[config.mk]
export PLATFORM = sky130hd
export DESIGN_NAME = newton_square_root
export DESIGN_NICKNAME = d
export VERILOG_FILES = /design/src/design/nsr_pkg.sv /design/src/design/nsr_divider.sv /design/src/design/newton_square_root.sv
export SDC_FILE = /design/constraint.sdc
export NUM_CORES = 2
export LEC_CHECK = 0
export BUFFER_PORTS_ARGS = -buffer_cell sky130_fd_sc_hd__buf_2
export CAP_MARGIN = 20
export CORE_UTILIZATION = 30
export DETAILED_ROUTE_END_ITERATION = 8
export GPL_TIMING_DRIVEN = 0
export PLACE_DENSITY = 0.41
export SYNTH_ARGS = -nofsm -noshare
export SYNTH_HDL_FRONTEND = slang
export SYNTH_SLANG_ARGS = --single-unit
[constraint.sdc]
create_clock -name clk_i -period 11.35 [get_ports clk_i]
set_input_delay 0.5675 -clock clk_i [delete_from_list [all_inputs] [get_ports clk_i]]
set_output_delay 0.5675 -clock clk_i [all_outputs]
set_load 0.05 [all_outputs]
[src/design/nsr_pkg.sv]
// shared widths, register indexes and divider types for the newton square root block
package nsr_pkg;

  localparam int unsigned DataW    = 32;
  localparam int unsigned FracBits = 16;
  localparam int unsigned LimitW   = 8;
  localparam int unsigned CfgIdxW  = 1;

  localparam int unsigned RootW = DataW - 1;
  localparam int unsigned SqW   = 2 * RootW - FracBits;
  localparam int unsigned ErrW  = SqW + 2;
  localparam int unsigned MagW  = ErrW - 1 + FracBits;
  localparam int unsigned DivW  = RootW + 1;
  localparam int unsigned StepW = MagW + 1;
  localparam int unsigned CntW  = $clog2(MagW);

  localparam logic [CfgIdxW-1:0] RegTolerance  = CfgIdxW'(0);
  localparam logic [CfgIdxW-1:0] RegIterLimit  = CfgIdxW'(1);

  localparam logic [DataW-1:0]  ToleranceRst  = DataW'(1);
  localparam logic [LimitW-1:0] IterLimitRst  = LimitW'(32);

  typedef struct packed {
    logic             start;
    logic [MagW-1:0]  dividend;
    logic [DivW-1:0]  divisor;
  } div_req_t;

  typedef struct packed {
    logic             done;
    logic [MagW-1:0]  quotient;
  } div_rsp_t;

endpackage

[src/design/nsr_divider.sv]
// restoring unsigned divider, one quotient bit per cycle
module nsr_divider (
  input  logic               clk_i,
  input  logic               rst_ni,
  input  nsr_pkg::div_req_t  req_i,
  output nsr_pkg::div_rsp_t  rsp_o
);

  logic                        busy_q, busy_d;
  logic                        done_q, done_d;
  logic [nsr_pkg::CntW-1:0]    count_q, count_d;
  logic [nsr_pkg::DivW-1:0]    rem_q, rem_d;
  logic [nsr_pkg::MagW-1:0]    quo_q, quo_d;
  logic [nsr_pkg::DivW-1:0]    dsr_q, dsr_d;
  logic [nsr_pkg::DivW:0]      trial;
  logic [nsr_pkg::DivW+1:0]    diff;

  assign trial = {rem_q, quo_q[nsr_pkg::MagW-1]};
  assign diff  = {1'b0, trial} - {2'b00, dsr_q};

  always_comb begin
    busy_d  = busy_q;
    done_d  = 1'b0;
    count_d = count_q;
    rem_d   = rem_q;
    quo_d   = quo_q;
    dsr_d   = dsr_q;
    if (req_i.start) begin
      busy_d  = 1'b1;
      count_d = '0;
      rem_d   = '0;
      quo_d   = req_i.dividend;
      dsr_d   = req_i.divisor;
    end else if (busy_q) begin
      if (!diff[nsr_pkg::DivW+1]) begin
        rem_d = diff[nsr_pkg::DivW-1:0];
        quo_d = {quo_q[nsr_pkg::MagW-2:0], 1'b1};
      end else begin
        rem_d = trial[nsr_pkg::DivW-1:0];
        quo_d = {quo_q[nsr_pkg::MagW-2:0], 1'b0};
      end
      count_d = count_q + nsr_pkg::CntW'(1);
      if (count_q == nsr_pkg::CntW'(nsr_pkg::MagW - 1)) begin
        busy_d = 1'b0;
        done_d = 1'b1;
      end
    end
  end

  always_ff @(posedge clk_i or negedge rst_ni) begin
    if (!rst_ni) begin
      busy_q  <= 1'b0;
      done_q  <= 1'b0;
      count_q <= '0;
    end else begin
      busy_q  <= busy_d;
      done_q  <= done_d;
      count_q <= count_d;
    end
  end

  always_ff @(posedge clk_i) begin
    rem_q <= rem_d;
    quo_q <= quo_d;
    dsr_q <= dsr_d;
  end

  assign rsp_o.done     = done_q;
  assign rsp_o.quotient = quo_q;

endmodule

[src/design/newton_square_root.sv]
// newton square root top level: sequencer, multiplier, root update and divider
//
// usage notes
// - input word: square_value_i (signed q16.16), taken when start is high and busy is low
// - result word: root_value_o, negative_input_o, steps_used_o, converged_o, valid for
//   exactly one cycle while done_o is high; the receiver cannot stall it
// - configuration: cfg_we_i with cfg_index_i (0 tolerance, 1 iteration limit) and
//   cfg_wdata_i; write only while busy is low, which the block itself does not enforce
// - a negative or zero input gives its result in the cycle after acceptance, busy stays low
// - otherwise busy is high from the cycle after acceptance until the result shows
// - each newton step runs through StMul (square), StCheck (check) and StDiv, which waits
//   on the divider (one quotient bit per cycle over 63 bits, then hand-back)
// - the number of steps is at most the iteration limit
// - reset sets tolerance to 1, the limit to 32 and leaves the block idle
// - one word is in flight at a time; the next may start in the cycle done_o shows
module newton_square_root (
  input  logic                              clk_i,
  input  logic                              rst_ni,
  input  logic                              start,
  output logic                              busy,
  input  logic signed [nsr_pkg::DataW-1:0]  square_value_i,
  input  logic                              cfg_we_i,
  input  logic [nsr_pkg::CfgIdxW-1:0]       cfg_index_i,
  input  logic [nsr_pkg::DataW-1:0]         cfg_wdata_i,
  output logic                              done_o,
  output logic signed [nsr_pkg::DataW-1:0]  root_value_o,
  output logic                              negative_input_o,
  output logic [nsr_pkg::LimitW-1:0]        steps_used_o,
  output logic                              converged_o
);

  localparam logic [1:0] StIdle  = 2'd0;
  localparam logic [1:0] StMul   = 2'd1;
  localparam logic [1:0] StCheck = 2'd2;
  localparam logic [1:0] StDiv   = 2'd3;

  logic [1:0]                    state_q, state_d;
  logic [nsr_pkg::DataW-1:0]     tol_q;
  logic [nsr_pkg::LimitW-1:0]    limit_q;
  logic [nsr_pkg::DataW-1:0]     value_q, value_d;
  logic [nsr_pkg::RootW-1:0]     root_q, root_d;
  logic [nsr_pkg::ErrW-1:0]      err_q, err_d;
  logic [nsr_pkg::LimitW-1:0]    steps_q, steps_d;

  logic                          done_q, done_d;
  logic [nsr_pkg::DataW-1:0]     res_root_q, res_root_d;
  logic                          res_neg_q, res_neg_d;
  logic [nsr_pkg::LimitW-1:0]    res_steps_q, res_steps_d;
  logic                          res_conv_q, res_conv_d;

  logic [2*nsr_pkg::RootW-1:0]   prod;
  logic [nsr_pkg::SqW-1:0]       sq;
  logic [nsr_pkg::ErrW-1:0]      err_mag;
  logic                          within_tol;
  logic [nsr_pkg::StepW-1:0]     step;
  logic [nsr_pkg::StepW-1:0]     root_new;
  logic [nsr_pkg::RootW-1:0]     root_clamped;

  nsr_pkg::div_req_t             div_req;
  nsr_pkg::div_rsp_t             div_rsp;

  nsr_divider u_divider (
    .clk_i  (clk_i),
    .rst_ni (rst_ni),
    .req_i  (div_req),
    .rsp_o  (div_rsp)
  );

  // square and error
  assign prod  = root_q * root_q;
  assign sq    = prod[2*nsr_pkg::RootW-1:nsr_pkg::FracBits];
  assign err_d = {2'b00, sq}
               - {{(nsr_pkg::ErrW - nsr_pkg::DataW){value_q[nsr_pkg::DataW-1]}}, value_q};

  assign err_mag    = err_q[nsr_pkg::ErrW-1] ? (~err_q + nsr_pkg::ErrW'(1)) : err_q;
  assign within_tol = err_mag <= {{(nsr_pkg::ErrW - nsr_pkg::DataW){1'b0}}, tol_q};

  // root update with clamp to [1, max]
  assign step = err_q[nsr_pkg::ErrW-1] ? (~{1'b0, div_rsp.quotient} + nsr_pkg::StepW'(1))
                                       : {1'b0, div_rsp.quotient};
  assign root_new = {{(nsr_pkg::StepW - nsr_pkg::RootW){1'b0}}, root_q} - step;

  always_comb begin
    if (root_new[nsr_pkg::StepW-1] || (root_new == '0)) begin
      root_clamped = nsr_pkg::RootW'(1);
    end else if (|root_new[nsr_pkg::StepW-2:nsr_pkg::RootW]) begin
      root_clamped = '1;
    end else begin
      root_clamped = root_new[nsr_pkg::RootW-1:0];
    end
  end

  always_comb begin
    state_d     = state_q;
    value_d     = value_q;
    root_d      = root_q;
    steps_d     = steps_q;
    done_d      = 1'b0;
    res_root_d  = res_root_q;
    res_neg_d   = res_neg_q;
    res_steps_d = res_steps_q;
    res_conv_d  = res_conv_q;
    div_req.start    = 1'b0;
    div_req.dividend = {err_mag[nsr_pkg::ErrW-2:0], {nsr_pkg::FracBits{1'b0}}};
    div_req.divisor  = {root_q, 1'b0};
    unique case (state_q)
      StIdle: begin
        if (start) begin
          value_d = square_value_i;
          root_d  = square_value_i[nsr_pkg::RootW-1:0];
          steps_d = '0;
          if (square_value_i[nsr_pkg::DataW-1]) begin
            done_d      = 1'b1;
            res_root_d  = ~nsr_pkg::DataW'((1 << nsr_pkg::FracBits) - 1);
            res_neg_d   = 1'b1;
            res_steps_d = '0;
            res_conv_d  = 1'b0;
          end else if (square_value_i == '0) begin
            done_d      = 1'b1;
            res_root_d  = '0;
            res_neg_d   = 1'b0;
            res_steps_d = '0;
            res_conv_d  = 1'b1;
          end else begin
            state_d = StMul;
          end
        end
      end
      StMul: begin
        state_d = StCheck;
      end
      StCheck: begin
        if ((steps_q < limit_q) && !within_tol) begin
          div_req.start = 1'b1;
          state_d       = StDiv;
        end else begin
          done_d      = 1'b1;
          res_root_d  = {1'b0, root_q};
          res_neg_d   = 1'b0;
          res_steps_d = steps_q;
          res_conv_d  = within_tol;
          state_d     = StIdle;
        end
      end
      StDiv: begin
        if (div_rsp.done) begin
          root_d  = root_clamped;
          steps_d = steps_q + nsr_pkg::LimitW'(1);
          state_d = StMul;
        end
      end
      default: begin
        state_d = StIdle;
      end
    endcase
  end

  always_ff @(posedge clk_i or negedge rst_ni) begin
    if (!rst_ni) begin
      state_q <= StIdle;
      done_q  <= 1'b0;
      tol_q   <= nsr_pkg::ToleranceRst;
      limit_q <= nsr_pkg::IterLimitRst;
    end else begin
      state_q <= state_d;
      done_q  <= done_d;
      if (cfg_we_i) begin
        unique case (cfg_index_i)
          nsr_pkg::RegTolerance: tol_q   <= cfg_wdata_i;
          nsr_pkg::RegIterLimit: limit_q <= cfg_wdata_i[nsr_pkg::LimitW-1:0];
          default: ;
        endcase
      end
    end
  end

  always_ff @(posedge clk_i) begin
    value_q     <= value_d;
    root_q      <= root_d;
    steps_q     <= steps_d;
    res_root_q  <= res_root_d;
    res_neg_q   <= res_neg_d;
    res_steps_q <= res_steps_d;
    res_conv_q  <= res_conv_d;
    if (state_q == StMul) begin
      err_q <= err_d;
    end
  end

  assign busy             = (state_q != StIdle);
  assign done_o           = done_q;
  assign root_value_o     = res_root_q;
  assign negative_input_o = res_neg_q;
  assign steps_used_o     = res_steps_q;
  assign converged_o      = res_conv_q;

endmodule
==> impl_metrics.tcl <==
set metrics [dict create \
    fin_cells 7731 \
    die_h_um 407.5 \
    slew_headroom_pct 30.45 \
    status "finished clean" \
    start_util_pct 30.27 \
    hold_path.class "in2reg" \
    port_buffers 112 \
    min-delay-start "cfg_wdata_i[13]" \
    r2r-start "root_q[12]$_DFFE_PP_" \
    worst_setup_path_start_kind "flop" \
    grt_pass1_wl_mm 268.0 \
    routabilityCongestion 0.9180 \
    synth_area_um2 49330 \
    drt_pass1_iterations 5 \
    cts_tree "yes" \
    wl_per_cell_um 23.70 \
    synth_seq_cells 337 \
    synth_seq_area_share_pct 19.03 \
    async_flop_share_pct 15.13 \
    period_share_pct 96.28 \
    globalRouteOverflowTotal 0 \
    synth_most_common_cell "inv_1" \
    synth_area_leader_cell "fa_1" \
    htree_levels 2 \
    yosys_warnings 0 \
    root_buffer "clkbuf_16" \
    grt_max_degree 38 \
    cpLargestDelayFamily "adder cells" \
    clkLatencyLatePin_ps 650 \
    synth-edff-count 238 \
    cts_sinks 337 \
    syn_area_per_cell_um2 9.373 \
    drive_gt1_share_pct 8.071 \
    cts_max_path_buffers 3 \
    dp.cells 7575 \
    fmax_mhz 91.51 \
    arrival_ps 11290 \
    drc 0 \
    rsz0062_at_grt "false" \
    drtAntennaViolNets 0 \
    area.growth.synth_to_final_pct 12.82 \
    setup_viol 0 \
    critPathBufInv 6 \
    yosys_most_used_dff "edfxtp_1" \
    chipWidth_um 407.5 \
    hold_violations 0 \
    antenna_found_initial 25 \
    drt_iter0_drc 2650 \
    grt_usage_pct 21.97 \
    ys_types 90 \
    cp_common_cell "fa_1" \
    final_nets 6763 \
    worst-path-max-fanout 6 \
    crit_start "root_q[12]$_DFFE_PP_" \
    wl_mm 183.2 \
    crit_path_end_kind "flop" \
    viasPerCell 4.868 \
    hpwlAfterDp_mm 149.0 \
    first_global_vias 39075 \
    drv_slew 0 \
    coreArea_um2 163000 \
    crit_required_ps 11720 \
    dieArea_um2 166100 \
    synthCells 5263 \
    max_slew.worst_pin.slew_ps 1043 \
    vias 37632 \
    path_class "reg2reg" \
    rows 148 \
    syn-num-nets 6510 \
    clock_skew_ps 33.44 \
    netlist.area_leader.share_pct 30.44 \
    slowest_stage "edfxtp_1" \
    drv_cap 0 \
    numCtsBuffers 44 \
    clk_pin_slew_ps 60 \
    synthTopCellsByCount "inv_1 (1155), fa_1 (750), nand2_1 (497), ha_1 (428), edfxtp_1 (238)" \
    synth_area_leaders "fa_1 (30%), edfxtp_1 (14%), ha_1 (11%)" \
    min_period_ps 10930 \
    max_stage_delay_ps 570 \
    io_pins 113 \
]
kinds of logic (layout without fill, tap and decap cells):
kind of cell | count (synthesis) | in the layout | share of synthesized area (%)
flip-flops | 337 | 337 | 19.03
XOR/XNOR | 299 | 299 | 5.324
multiplexers | 40 | 40 | 0.8395
AO/OA/AOI/OAI | 763 | 763 | 10.09
other | 0 | 5 | 0
adder cells (fa/ha/maj) | 1178 | 1178 | 41.29
AND/OR/NAND/NOR | 1300 | 1300 | 13.13
buffers and inverters | 1346 | 1634 | 10.29
cell type report:
| class | count | area (um2) |
|---|---|---|
| inverters | 1161 | 4370 |
| clock buffers | 67 | 1270 |
| clock inverters | 14 | 186.4 |
| repair buffers | 212 | 1837 |
| multi-input cells | 3580 | 35030 |
| well taps | 2175 | 2721 |
| plain buffers | 180 | 845.8 |
| fillers | 17228 | 107300 |
| flip-flops and latches | 337 | 9387 |
| diodes | 5 | 12.51 |
layout by cell type (no fill, tap or decap), drive strengths merged, types with 19 or more instances in the layout:
cell / count
a211oi: 24
a21o: 100
a21oi: 206
a31oi: 21
and2: 217
and3: 20
buf: 241
clkbuf: 217
dfrtp: 49
dfxtp: 48
edfxtp: 238
fa: 750
ha: 428
inv: 1157
mux2i: 29
nand2: 497
nand2b: 25
nand3: 89
nand4: 59
nor2: 178
nor2b: 47
nor3: 36
nor4: 31
o21a: 23
o21ai: 194
o21bai: 20
o31ai: 36
o41ai: 33
or2: 21
or3: 26
or4: 19
xnor2: 166
xor2: 133
per-layer routing:
metal  part of all wire [%]  routed length [um]  vias up  global-route usage (%)
li1                       -                   -    17362                       -
met1                     46               83870    19023                   31.15
met2                     45               82280     1070                   34.68
met3                    7.1               12920      173                   4.008
met4                    2.2                4112        4                   4.790
met5                  0.014                  26        -                       0
repair_timing:
| action | CTS | global route |
|---|---|---|
| endpoints found under the setup margin | 35 | 13 |
| endpoints found under the hold margin | 25 | 0 |
| hold buffers | 1 | 0 |
| pin swaps | 1 | 5 |
| setup buffers | 59 | 14 |
| gates resized for setup | 87 | 70 |
registers in the layout (all words and copies together) (netlist names):
register           count
value_q               32
err_q                 48
steps_used_o           8
tol_q                 32
u_divider.quo_q       63
u_divider.rem_q       32
steps_q                8
u_divider.count_q      6
u_divider.dsr_q       31
u_divider.busy_q       1
state_q                2
limit_q                8
done_o                 1
converged_o            1
root_value_o          32
u_divider.done_q       1
root_q                31
per-stage QoR:
step,hold WS [ps],TNS (ps),instance area (um2),setup slack (ps),util (%)
2_1_floorplan,271.9,0,49330,1441,-
3_3_place_gp,480.7,-110540,52610,-2855,32.29
3_5_place_dp,484.1,-49870,53070,-2278,32.57
4_1_cts,90.26,0,55380,21.94,33.98
5_1_grt,121.6,0,55650,3.703,34.15
6_report,128.6,0,55660,421.9,34.15
worst register-to-register path: cells and delay by family, from the launching register on:
kind	cells	cell delay (ps)
compound gates	17	3700
xor+xnor	2	240
flops	1	570
fa+ha+maj	10	4720
buf+inv	6	770
simple gates	5	640
worst paths after layout:
kind	cells after the start	to	slack [ps]
setup / recovery	40	err_q[46]$_DFFE_PN_	420
hold / removal	3	tol_q[13]$_DFFE_PN0P_	130
setup reg to reg	40	err_q[46]$_DFFE_PN_	420
hold reg to reg	2	u_divider.rem_q[27]$_SDFFE_PP0P_	510
max in group asynchronous	3	tol_q[0]$_DFFE_PN1P_	10180
min in group asynchronous	2	limit_q[4]$_DFFE_PN0P_	510
Power is left out: the tool's default activity adds up to more than one toggle a clock period on the data nets, which glitch-free logic cannot reach.
